[config.mk]
export PLATFORM = sky130hd
export DESIGN_NAME = packet_deframer_sum_check_top
export DESIGN_NICKNAME = d
export VERILOG_FILES = /design/src/hw/rtl/pds_pkg.sv /design/src/hw/rtl/pds_ram.sv /design/src/hw/rtl/pds_framer.sv /design/src/hw/rtl/pds_replay.sv /design/src/hw/rtl/packet_deframer_sum_check_top.sv
export SDC_FILE = /design/constraint.sdc
export NUM_CORES = 1
export LEC_CHECK = 0
export ABC_AREA = 1
export BUFFER_PORTS_ARGS = -buffer_cell sky130_fd_sc_hd__buf_4
export CORE_AREA = 2 2 144 146
export CTS_CLUSTER_SIZE = 10
export DETAILED_ROUTE_END_ITERATION = 8
export DIE_AREA = 0 0 146 148
export HOLD_SLACK_MARGIN = 0.1
export PLACE_DENSITY = 0.76
export SETUP_SLACK_MARGIN = 0.15
export SYNTH_ARGS = -nofsm -noshare
export SYNTH_HDL_FRONTEND = slang
export SYNTH_SLANG_ARGS = --single-unit
[constraint.sdc]
create_clock -name clk -period 2.15 [get_ports clk]
set_input_delay 0.215 -clock clk [delete_from_list [all_inputs] [get_ports clk]]
set_output_delay 0.215 -clock clk [all_outputs]
set_load 0.05 [all_outputs]
[src/hw/rtl/pds_pkg.sv]
// ----------------------------------------------------------------------------
// pds_pkg
// Shared constants and types for the packet deframer with additive checksum.
// ----------------------------------------------------------------------------
`timescale 1ns / 1ps

package pds_pkg;

	localparam int MAX_PAYLOAD = 16;
	localparam int STORE_DEPTH = 16;
	localparam int STORE_LIMIT = (MAX_PAYLOAD < STORE_DEPTH) ? MAX_PAYLOAD : STORE_DEPTH;
	localparam int IDX_W       = $clog2(STORE_DEPTH);
	localparam int TDATA_W     = 32;

	localparam logic [7:0] SYNC_BYTE = 8'hFF;
	localparam logic [7:0] LIMIT_BYTE = 8'(STORE_LIMIT);

	typedef enum logic [1:0] {
		ST_PAYLOAD  = 2'd0,
		ST_EMPTY    = 2'd1,
		ST_CSUM_ERR = 2'd2,
		ST_OVERSIZE = 2'd3
	} status_t;

	typedef struct packed {
		logic              en;
		logic [IDX_W-1:0]  addr;
		logic [7:0]        data;
	} ram_wr_t;

	typedef struct packed {
		logic     valid;
		status_t  status;
		logic [7:0] command;
		logic [7:0] length;
	} job_t;

endpackage

[src/hw/rtl/pds_ram.sv]
// ----------------------------------------------------------------------------
// pds_ram
// Single-port-write, single-port-read synchronous RAM with registered read data.
// ----------------------------------------------------------------------------
`timescale 1ns / 1ps

module pds_ram #(
	parameter int DEPTH = 16,
	parameter int WIDTH = 8
) (
	input  logic                     clk,
	input  logic                     wr_en,
	input  logic [$clog2(DEPTH)-1:0] wr_addr,
	input  logic [WIDTH-1:0]         wr_data,
	input  logic                     rd_en,
	input  logic [$clog2(DEPTH)-1:0] rd_addr,
	output logic [WIDTH-1:0]         rd_data
);

	logic [WIDTH-1:0] mem [DEPTH];

	always_ff @(posedge clk) begin
		if (wr_en) begin
			mem[wr_addr] <= wr_data;
		end
		if (rd_en) begin
			rd_data <= mem[rd_addr];
		end
	end

endmodule

[src/hw/rtl/pds_framer.sv]
// ----------------------------------------------------------------------------
// pds_framer
// Sync hunt, header capture, payload store writes and checksum verification.
// ----------------------------------------------------------------------------
`timescale 1ns / 1ps

module pds_framer (
	input  logic             clk,
	input  logic             arst_n,
	input  logic             byte_valid,
	input  logic [7:0]       rx_byte,
	output pds_pkg::ram_wr_t wr,
	output pds_pkg::job_t    job
);

	typedef enum logic [2:0] {
		PH_HUNT = 3'd0,
		PH_CMD  = 3'd1,
		PH_LEN  = 3'd2,
		PH_DATA = 3'd3,
		PH_CKH  = 3'd4,
		PH_CKL  = 3'd5
	} phase_t;

	phase_t      phase_q;
	logic [7:0]  command_q;
	logic [7:0]  length_q;
	logic [7:0]  count_q;
	logic [15:0] sum_q;
	logic [7:0]  ckh_q;
	logic [7:0]  count_nxt;
	logic        sum_ok;

	assign count_nxt = count_q + 8'd1;
	assign sum_ok    = (sum_q == {ckh_q, rx_byte});

	always_comb begin
		wr.en   = byte_valid && (phase_q == PH_DATA) && (count_q < pds_pkg::LIMIT_BYTE);
		wr.addr = count_q[pds_pkg::IDX_W-1:0];
		wr.data = rx_byte;
	end

	always_comb begin
		job.valid   = byte_valid && (phase_q == PH_CKL);
		job.command = command_q;
		job.length  = length_q;
		priority if (length_q > pds_pkg::LIMIT_BYTE) begin
			job.status = pds_pkg::ST_OVERSIZE;
		end else if (!sum_ok) begin
			job.status = pds_pkg::ST_CSUM_ERR;
		end else if (length_q == 8'd0) begin
			job.status = pds_pkg::ST_EMPTY;
		end else begin
			job.status = pds_pkg::ST_PAYLOAD;
		end
	end

	always_ff @(posedge clk or negedge arst_n) begin
		if (!arst_n) begin
			phase_q   <= PH_HUNT;
			command_q <= '0;
			length_q  <= '0;
			count_q   <= '0;
			sum_q     <= '0;
			ckh_q     <= '0;
		end else if (byte_valid) begin
			unique case (phase_q)
				PH_CMD: begin
					command_q <= rx_byte;
					sum_q     <= sum_q + 16'(rx_byte);
					phase_q   <= PH_LEN;
				end
				PH_LEN: begin
					length_q <= rx_byte;
					count_q  <= '0;
					sum_q    <= sum_q + 16'(rx_byte);
					phase_q  <= (rx_byte == 8'd0) ? PH_CKH : PH_DATA;
				end
				PH_DATA: begin
					sum_q   <= sum_q + 16'(rx_byte);
					count_q <= count_nxt;
					if (count_nxt >= length_q) begin
						phase_q <= PH_CKH;
					end
				end
				PH_CKH: begin
					ckh_q   <= rx_byte;
					phase_q <= PH_CKL;
				end
				PH_CKL: begin
					phase_q <= PH_HUNT;
				end
				default: begin
					if (rx_byte == pds_pkg::SYNC_BYTE) begin
						sum_q   <= 16'(pds_pkg::SYNC_BYTE);
						phase_q <= PH_CMD;
					end else begin
						phase_q <= PH_HUNT;
					end
				end
			endcase
		end
	end

endmodule

[src/hw/rtl/pds_replay.sv]
// ----------------------------------------------------------------------------
// pds_replay
// Packet result sequencer: reads the payload store and drives the result
// stream through an output register.
// ----------------------------------------------------------------------------
`timescale 1ns / 1ps

module pds_replay (
	input  logic                        clk,
	input  logic                        arst_n,
	input  pds_pkg::job_t               job,
	input  logic [7:0]                  rd_data,
	output logic                        rd_en,
	output logic [pds_pkg::IDX_W-1:0]   rd_addr,
	output logic                        busy,
	output logic                        m_tvalid,
	input  logic                        m_tready,
	output logic [pds_pkg::TDATA_W-1:0] m_tdata,
	output logic                        m_tlast
);

	typedef enum logic [1:0] {
		R_IDLE = 2'd0,
		R_LOAD = 2'd1,
		R_SEND = 2'd2
	} rstate_t;

	rstate_t                   state_q;
	logic [pds_pkg::IDX_W-1:0] idx_q;
	logic [7:0]                cmd_q;
	logic [7:0]                len_q;
	logic                      last_q;
	logic [pds_pkg::IDX_W-1:0] idx_nxt;
	logic                      is_last;
	logic                      send_done;

	assign idx_nxt   = idx_q + pds_pkg::IDX_W'(1);
	assign is_last   = ((8'(idx_q) + 8'd1) == len_q);
	assign send_done = (state_q == R_SEND) && m_tready;
	assign busy      = (state_q != R_IDLE);
	assign m_tvalid  = (state_q == R_SEND);
	assign m_tlast   = last_q;

	always_comb begin
		rd_en   = 1'b0;
		rd_addr = idx_nxt;
		if (state_q == R_IDLE) begin
			rd_en   = job.valid && (job.status == pds_pkg::ST_PAYLOAD);
			rd_addr = '0;
		end else if (send_done && !last_q) begin
			rd_en = 1'b1;
		end
	end

	always_ff @(posedge clk or negedge arst_n) begin
		if (!arst_n) begin
			state_q <= R_IDLE;
			idx_q   <= '0;
			cmd_q   <= '0;
			len_q   <= '0;
			last_q  <= 1'b0;
			m_tdata <= '0;
		end else begin
			unique case (state_q)
				R_IDLE: begin
					idx_q <= '0;
					cmd_q <= job.command;
					len_q <= job.length;
					if (job.valid) begin
						if (job.status == pds_pkg::ST_PAYLOAD) begin
							state_q <= R_LOAD;
						end else begin
							m_tdata <= {2'b00, 8'd0, 4'd0, job.length, job.command,
								job.status};
							last_q  <= 1'b1;
							state_q <= R_SEND;
						end
					end
				end
				R_LOAD: begin
					m_tdata <= {2'b00, rd_data, idx_q, len_q, cmd_q, pds_pkg::ST_PAYLOAD};
					last_q  <= is_last;
					state_q <= R_SEND;
				end
				R_SEND: begin
					if (m_tready) begin
						if (last_q) begin
							state_q <= R_IDLE;
						end else begin
							idx_q   <= idx_nxt;
							state_q <= R_LOAD;
						end
					end
				end
				default: begin
					state_q <= R_IDLE;
				end
			endcase
		end
	end

endmodule

[src/hw/rtl/packet_deframer_sum_check_top.sv]
// ----------------------------------------------------------------------------
// packet_deframer_sum_check_top
// Sync-byte/length deframer with 16-bit additive checksum check.
//
// Input stream (s_*): one received link byte per transfer. Bytes are dropped
// until the 0xFF sync byte, then command, length, payload and two checksum
// bytes (high first) are taken. Bytes are accepted while s_tready is high;
// payload bytes are written to a 16-entry synchronous RAM.
// Output stream (m_*): on the low checksum byte a good packet replays its
// payload, one transfer per byte with tlast on the final one; an empty,
// corrupt or oversize packet gives one status transfer with tlast.
// A status result is registered and valid in the cycle after the closing
// byte; a payload result passes R_LOAD, then R_SEND. Each payload byte is
// read from the RAM in R_LOAD, then held in R_SEND until it is taken.
// s_tready is low while results of a finished packet are pending; a stall on
// m_tready holds the current result and keeps the input side closed.
// Reset clears the framing state and the result sequencer; the payload RAM
// is not cleared and needs no clearing pass.
// ----------------------------------------------------------------------------
`timescale 1ns / 1ps

module packet_deframer_sum_check_top (
	input  logic        clk,
	input  logic        arst_n,
	input  logic        s_tvalid,
	output logic        s_tready,
	input  logic [7:0]  s_tdata,  // [7:0] rx_byte
	output logic        m_tvalid,
	input  logic        m_tready,
	output logic [31:0] m_tdata,  // [1:0] status, [9:2] command, [17:10] payload_length,
	                              // [21:18] byte_index, [29:22] payload_byte, [31:30] zero
	output logic        m_tlast   // last
);

	pds_pkg::ram_wr_t          wr;
	pds_pkg::job_t             job;
	logic                      busy;
	logic                      rd_en;
	logic [pds_pkg::IDX_W-1:0] rd_addr;
	logic [7:0]                rd_data;

	assign s_tready = !busy;

	pds_framer u_framer (
		.clk        (clk),
		.arst_n     (arst_n),
		.byte_valid (s_tvalid && s_tready),
		.rx_byte    (s_tdata),
		.wr         (wr),
		.job        (job)
	);

	pds_ram #(
		.DEPTH (pds_pkg::STORE_DEPTH),
		.WIDTH (8)
	) u_ram (
		.clk     (clk),
		.wr_en   (wr.en),
		.wr_addr (wr.addr),
		.wr_data (wr.data),
		.rd_en   (rd_en),
		.rd_addr (rd_addr),
		.rd_data (rd_data)
	);

	pds_replay u_replay (
		.clk      (clk),
		.arst_n   (arst_n),
		.job      (job),
		.rd_data  (rd_data),
		.rd_en    (rd_en),
		.rd_addr  (rd_addr),
		.busy     (busy),
		.m_tvalid (m_tvalid),
		.m_tready (m_tready),
		.m_tdata  (m_tdata),
		.m_tlast  (m_tlast)
	);

endmodule
==> impl_results.md, run 1 <==
- Hpwl dp: 17.6 mm
- Critical path arrival: around 2.7 ns
- Failing checks: negative setup slack
- NetSw: ~7.6 mW
- Post-Syn Area: 11100 sq um
- CTS tree: built
- GRT Total Usage: 25.6%
- # rows: 52
- Max Clk Rate: 0.445 GHz
- RSZ-0062 raised after global routing: true
- Worst Tran Pin Value: 0.637 ns
- Non-Filler Instances: 1569
- I/O pin count: 47
- Routed via count: 9064
- H-tree depth: 1
- Busiest grt layer: met2
- Required time of the worst setup path: 2.61 ns
- Leak: 5.88 nW
- Design Power: between 15 and 20 mW
- Share of layout cells above drive strength 1: between 20% and 30%
- Routing usage on met3: 3.52%
- Synth Area in Adders: under 10%
- Reg power frac: 34.2%
- Routed Antenna Nets: 0
- YS warnings: 0
- Combinational power share: 43.3%
- WL/cell: 18.5 um
- M2 GR Usage: a little over two fifths
- Most frequent CP cell: nor2_1
- Type of the worst setup path: flop to flop
- GPL Wtd Cong: 0.872
- Simple-gate share of the synthesized area: approximately 20%
- Mux cell area share after synthesis: 0%
- Worst Setup End Kind: flop
- Post-synth cell types: 42
- Final period util: 105%
- Max stage delay on crit path: 0.42 ns
- Remaining DRCs: 0
- Fin area: 13700 sq um
- Die Area: 21600 sq um
- Most common cell after layout, fill and taps aside: nand2_1
- Via/cell ratio: 5.78
- Met1 usage: approximately 37%
- Sw frac: between 40% and 50%
- Area of the core: approximately 20000 sq um
- Slowest cell on the critical path: dfrtp_1
- CP cell instances: nand3_2, buf_4, nor2_1, nor2_1, nor2_4, ha_4, a21o_1, a31oi_1, nand4_1, nand2_2, nor2_1, a21oi_1
- Final hold viol count: 0
- Worst slack, placed: -0.0442 ns
- Rel. slew slack: between 50% and 60%
- Hold Path Class: input pin to flop
- Post-Place Cells: 1476
- Die Wd: 146 um
- PortBufs: 44
- Cell Area, Placed: 12100 sq um
- Clock latency on the worst-skew pair: 0.54 ns
- Util after Layout: about two thirds
- Most frequent cells in the layout: 286 x nand2_1, 137 x buf_4, 136 x edfxtp_1
- Largest family of logic cells by synthesized area: simple AND/OR/NAND/NOR gates
- Critical Path Start Type: flop
- Clock Sink Count: 240
- Mean Syn Cell Area: 9.76 sq um
- IR drop worst, VDD: 0.633 mV
- TritonRoute pass-1 iters: 6
- Final #Nets: 1316
- Sequential area share after synthesis: 60.4%
- Initial Util: 55.2%
- Endpoints failing setup: 3
- Vias in the first global route: 8442
- Max Clock Skew: 0.0199 ns
- Final Critical Period: roughly 2.2 ns
- Compound-cell area share of the yosys netlist: 9.70%
- Async SR Flop Fraction: 43.3%
- FF+latch count, synth: 240
- Gr ovfl total: 0
- Final setup TNS: -0.257 ns
- Final critical-path setup slack: -0.0972 ns
- Initial antenna violation count: 0
- Pin count of the biggest net entering global routing: 51
- Power Dens Cells: 1370 nW/um^2
- Area delta synth->final: 24.0%
- Status: finished with violations
- Clock power share: between 20 and 25%
- Number of DRC markers in iteration 0: 974
- Post-synth EDFFs: 136
- ANT cells: 0
- Clock root buffer master: clkbuf_16
- CTS Buffer Depth: 3
- Hold path cells: 2
- Post-Synthesis Cells: about 1100
- Final WL: 29.0 mm
- Synth Area in XOR/XNOR: 1.01%
- P_int: 11.2 mW
- Hold Slack: 0.184 ns
- Clk slew on worst S/H paths: approximately 0.06 ns
- Ys flop type: edfxtp_1
- Maximum fanout along the worst path: 6
- Total CTS buffers: 28
- First-pass GRT wire length: 44.5 mm
- Vert. Die Dim: 148 um
- R2R cell count: 12
- Max-slew violations: 0
- Max Cap Viol: 0
-- path summary, 6_finish.rpt --
check                                     from                   end  slack (ns)
setup / recovery           u_framer.count_q[0]   u_framer.phase_q[1]        -0.1
setup reg to reg           u_framer.count_q[0]   u_framer.phase_q[1]        -0.1
hold / removal                      s_tdata[4]       u_ram.mem[8][4]        0.18
hold reg to reg               u_ram.rd_data[7]  u_replay.m_tdata[29]        0.44
max in group asynchronous               arst_n    u_framer.sum_q[10]        1.24
min in group asynchronous               arst_n     u_replay.idx_q[2]        0.26
-- per-layer routing --
metal / vias up / share of wire [%]
met2: 445 / 49
met3: 45 / 8.1
met5: - / 0
li1: 4171 / -
met1: 4403 / 41
met4: 0 / 2.1
-- critical path, delay by kind of cell, from the launching register on --
family	cells	cell delay, ns
AND/OR/NAND/NOR	7	0.89
flip-flops	1	0.42
adder cells (fa/ha/maj)	1	0.22
AO/OA/AOI/OAI	3	0.46
buffers and inverters	1	0.16
-- logic make-up after synthesis --
family	Yosys count
other	1
DFF	240
xor gates and xnor gates	11
buffers and inverters	152
and+or+nand+nor	524
AOI/OAI and AO/OA	182
adders and majority gates	24
-- synth_stat cells, types with 17 or more instances --
cell      instances  area share [%]
inv_1            97             3.3
ha_1             23             2.6
o221ai_1         23             1.8
o21ai_0         100             4.5
nand2_1         298              10
clkbuf_1         17            0.58
buf_2            17            0.77
nor2_1           94             3.2
dfrtp_1         104              24
nand4_1          30             1.7
nand3_1          66             3.0
a21oi_1          20            0.90
edfxtp_1        136              37
-- sequential cells by signal (all words and copies together), names as in the netlist --
signal              count
u_framer.command_q      8
u_replay.m_tdata       30
u_ram.mem             128
u_replay.m_tlast        1
u_replay.len_q          8
u_framer.sum_q         16
u_framer.ckh_q          8
u_replay.state_q        2
u_replay.cmd_q          8
u_framer.length_q       8
u_framer.count_q        8
u_ram.rd_data           8
u_replay.idx_q          4
u_framer.phase_q        3
-- layout make-up --
class                           count  area [sq um]
Clock inverter                      3          26.3
Timing Repair inverter              1          5.00
Clock buffer                       46           778
Sequential cell                   240          6690
Tap cell                          270           338
Fill cell                        1410          6320
Inverter                          109           422
Timing Repair Buffer              154          1310
Multi-Input combinational cell    746          4150
-- power by group through the flow --
stage,clock (mW),sequential (mW),combinational [mW]
after floorplan,0,6.99,4.17
after global placement,0,6.38,6.69
after detailed placement,0,6.41,6.87
after CTS,4.25,6.35,7.21
after global routing,4.46,6.52,8.94
final,4.21,6.42,8.13
-- timing repair --
| item | in CTS | in global routing |
|---|---|---|
| setup buffers | 13 | 22 |
| gates cloned | 3 | 4 |
| endpoints found under the hold margin | 52 | 0 |
| gates resized for setup | 30 | 66 |
| endpoints found under the setup margin | 92 | 185 |
| hold buffers | 2 | 0 |
| pin swaps | 19 | 47 |
Note: power is estimated with default switching activity, not from simulation.
==> run 2: changes to the inputs <==
--- a/config.mk
+++ b/config.mk
@@ -7,12 +7,11 @@
 export LEC_CHECK = 0
 export ABC_AREA = 1
 export BUFFER_PORTS_ARGS = -buffer_cell sky130_fd_sc_hd__buf_4
-export CORE_AREA = 2 2 144 146
+export CORE_AREA = 2 2 170 172
 export CTS_CLUSTER_SIZE = 10
 export DETAILED_ROUTE_END_ITERATION = 8
-export DIE_AREA = 0 0 146 148
+export DIE_AREA = 0 0 172 174
 export HOLD_SLACK_MARGIN = 0.1
-export PLACE_DENSITY = 0.76
 export SETUP_SLACK_MARGIN = 0.15
 export SYNTH_ARGS = -nofsm -noshare
 export SYNTH_HDL_FRONTEND = slang
==> run 2 against run 1 <==
Compared with the run above: the flow still finishes with violations (negative setup slack); count of clock-buffer cells in the layout rose by 1; setup slack improved by 0.011 ns; routed wire length fell by 3.3%; critical endpoint unchanged.
==> impl_results.md, run 2 (synthesis results as in run 1) <==
- Die Area: 29900 sq um
- ANT cells: 0
- Worst slack, placed: -0.0215 ns
- Clock Sink Count: between 200 and 250
- Max Clock Skew: 0.0195 ns
- Clock root buffer master: clkbuf_16
- Final #Nets: 1302
- First-pass GRT wire length: roughly 44 mm
- Worst R2R End: u_framer.phase_q[1]
- R2R Path Start: u_framer.count_q[0]
- Vias in the first global route: 8057
- Endpoints failing setup: 3
- # rows: 62
- GPL Wtd Cong: ~0.9
- Max stage delay on crit path: 0.42 ns
- WL/cell: 16.8 um
- Fill cell count: ~2700
- Hold Slack: 0.163 ns
- Type of the worst setup path: flop to flop
- Number of DRC markers in iteration 0: 631
- Maximum fanout along the worst path: 6
- Top Registers: u_ram.mem x128, u_replay.m_tdata x30, u_framer.sum_q x16
- TritonRoute pass-1 iters: 5
- Most frequent CP cell: nand2_1
- Remaining DRCs: 0
- Hpwl dp: around 18 mm
- CP cell instances: ha_2, nand2_2, inv_2, buf_4, nand2_1, nand2_1, o21ai_0, inv_1, ha_1, nand2_1, nor2_4, nand4_1, nand4_1, nand2_2, nor2_2, a21oi_2
- Max Cap Viol: 0
- Most common cell after layout, fill and taps aside: nand2_1
- Clock latency on the worst-skew pair: 0.53 ns
- Final critical-path setup slack: -0.0859 ns
- Required time of the worst setup path: 2.57 ns
- Design Power: 18.5 mW
- FF-to-FF setup slack: -0.09 ns
- IR drop worst, VDD: roughly 0.62 mV
- Util after Layout: 48.8%
- WP buf/inv: 3
- I/O pin count: 47
- Routed via count: 8450
- Initial Util: about two fifths
- Status: finished with violations
- Initial antenna violation count: 0
- PortBufs: 44
- Hold Path Class: input pin to asynchronous set/reset pin
- Total CTS buffers: 28
- Most frequent cells in the layout: 277 x nand2_1, 136 x edfxtp_1, 122 x buf_4
- Pin count of the biggest net entering global routing: 44
- Power Dens Cells: approximately 1300 nW/um^2
- GRT Total Usage: 18.7%
- CP top delay family: simple AND/OR/NAND/NOR gates
- Max FFs per register: 128
- Die Wd: around 170 um
- Final hold viol count: 0
- Area delta synth->final: 24.5%
- Share of layout cells above drive strength 1: 21.3%
- Vert. Die Dim: 174 um
- Final period util: 104%
- Via/cell ratio: 5.07
- Max-slew violations: 0
- WP depth: 16
- Final Critical Period: 2.24 ns
- Area of the multi-input gates: 4140 sq um
- Sequential cell area: 6690 sq um
- Critical path arrival: approximately 2.7 ns
- Post-Place Cells: 1595
- Final setup TNS: -0.198 ns
- Final WL: about 28 mm
- H-tree depth: 1
- Routed Antenna Nets: 0
- Area of the core: around 28000 sq um
- Non-Filler Instances: 1668
- Largest register by flop count: u_ram.mem
- CTS tree: built
- RSZ-0062 raised after global routing: true
- Gr ovfl total: 0
- Failing checks: negative setup slack
- Clk slew on worst S/H paths: 0.06 ns
- Max Clk Rate: ~0.45 GHz
- R2R cell count: 16
- CTS Buffer Depth: 3
- Fin area: 13800 sq um
- Worst Setup End Kind: flop
- Slowest cell on the critical path: dfrtp_1
- Leak: 5.82 nW
- Cell Area, Placed: 12300 sq um
- Critical Path Start Type: flop
==> run 2: worst max path at each step <==
stage                        start                  end  slack (ns)
6_report       u_framer.count_q[0]  u_framer.phase_q[1]       -0.09
5_1_grt        u_framer.count_q[0]  u_framer.phase_q[1]       -0.24
4_1_cts        u_framer.count_q[0]  u_framer.phase_q[1]      -0.004
3_5_place_dp   u_framer.count_q[0]  u_framer.phase_q[1]       -0.02
3_3_place_gp   u_replay.state_q[0]     u_ram.rd_data[3]        0.06
2_1_floorplan  u_framer.count_q[0]  u_framer.phase_q[1]        0.15
==> run 2: final cells by class <==
| cell class | count | area share (%) |
|---|---|---|
| clock inverters | 1 | 0.0545 |
| repair buffers | 141 | 9.11 |
| inverters | 109 | 2.99 |
| flip-flops and latches | 240 | 48.5 |
| multi-input cells | 746 | 30.0 |
| clock buffers | 47 | 5.83 |
| well taps | 384 | 3.49 |
==> run 2: per-layer routing <==
metal  up-vias  GRT usage (%)  routed length [um]
met4         0           4.90                 595
met2       218           30.9               13400
met3        44           2.00                1370
met1      4059           26.4               12700
li1       4129              -                   -
met5         -              0                   0
==> run 2: report_power, final <==
| part | internal, mW | total, mW | leakage, nW | switching [mW] |
|---|---|---|---|---|
| logic | 2.89 | 7.90 | 2.87 | 5.01 |
| clock network | 2.51 | 4.25 | 0.385 | 1.74 |
| registers | 5.75 | 6.40 | 2.56 | 0.649 |
| total | 11.1 | 18.5 | 5.82 | 7.40 |
==> run 2: repair_timing <==
item	CTS	global route
hold buffers	2	0
endpoints found under the hold margin	109	0
endpoints found under the setup margin	78	79
setup buffers	8	10
pin swaps	18	45
cloned	4	1
gates resized for setup	38	53
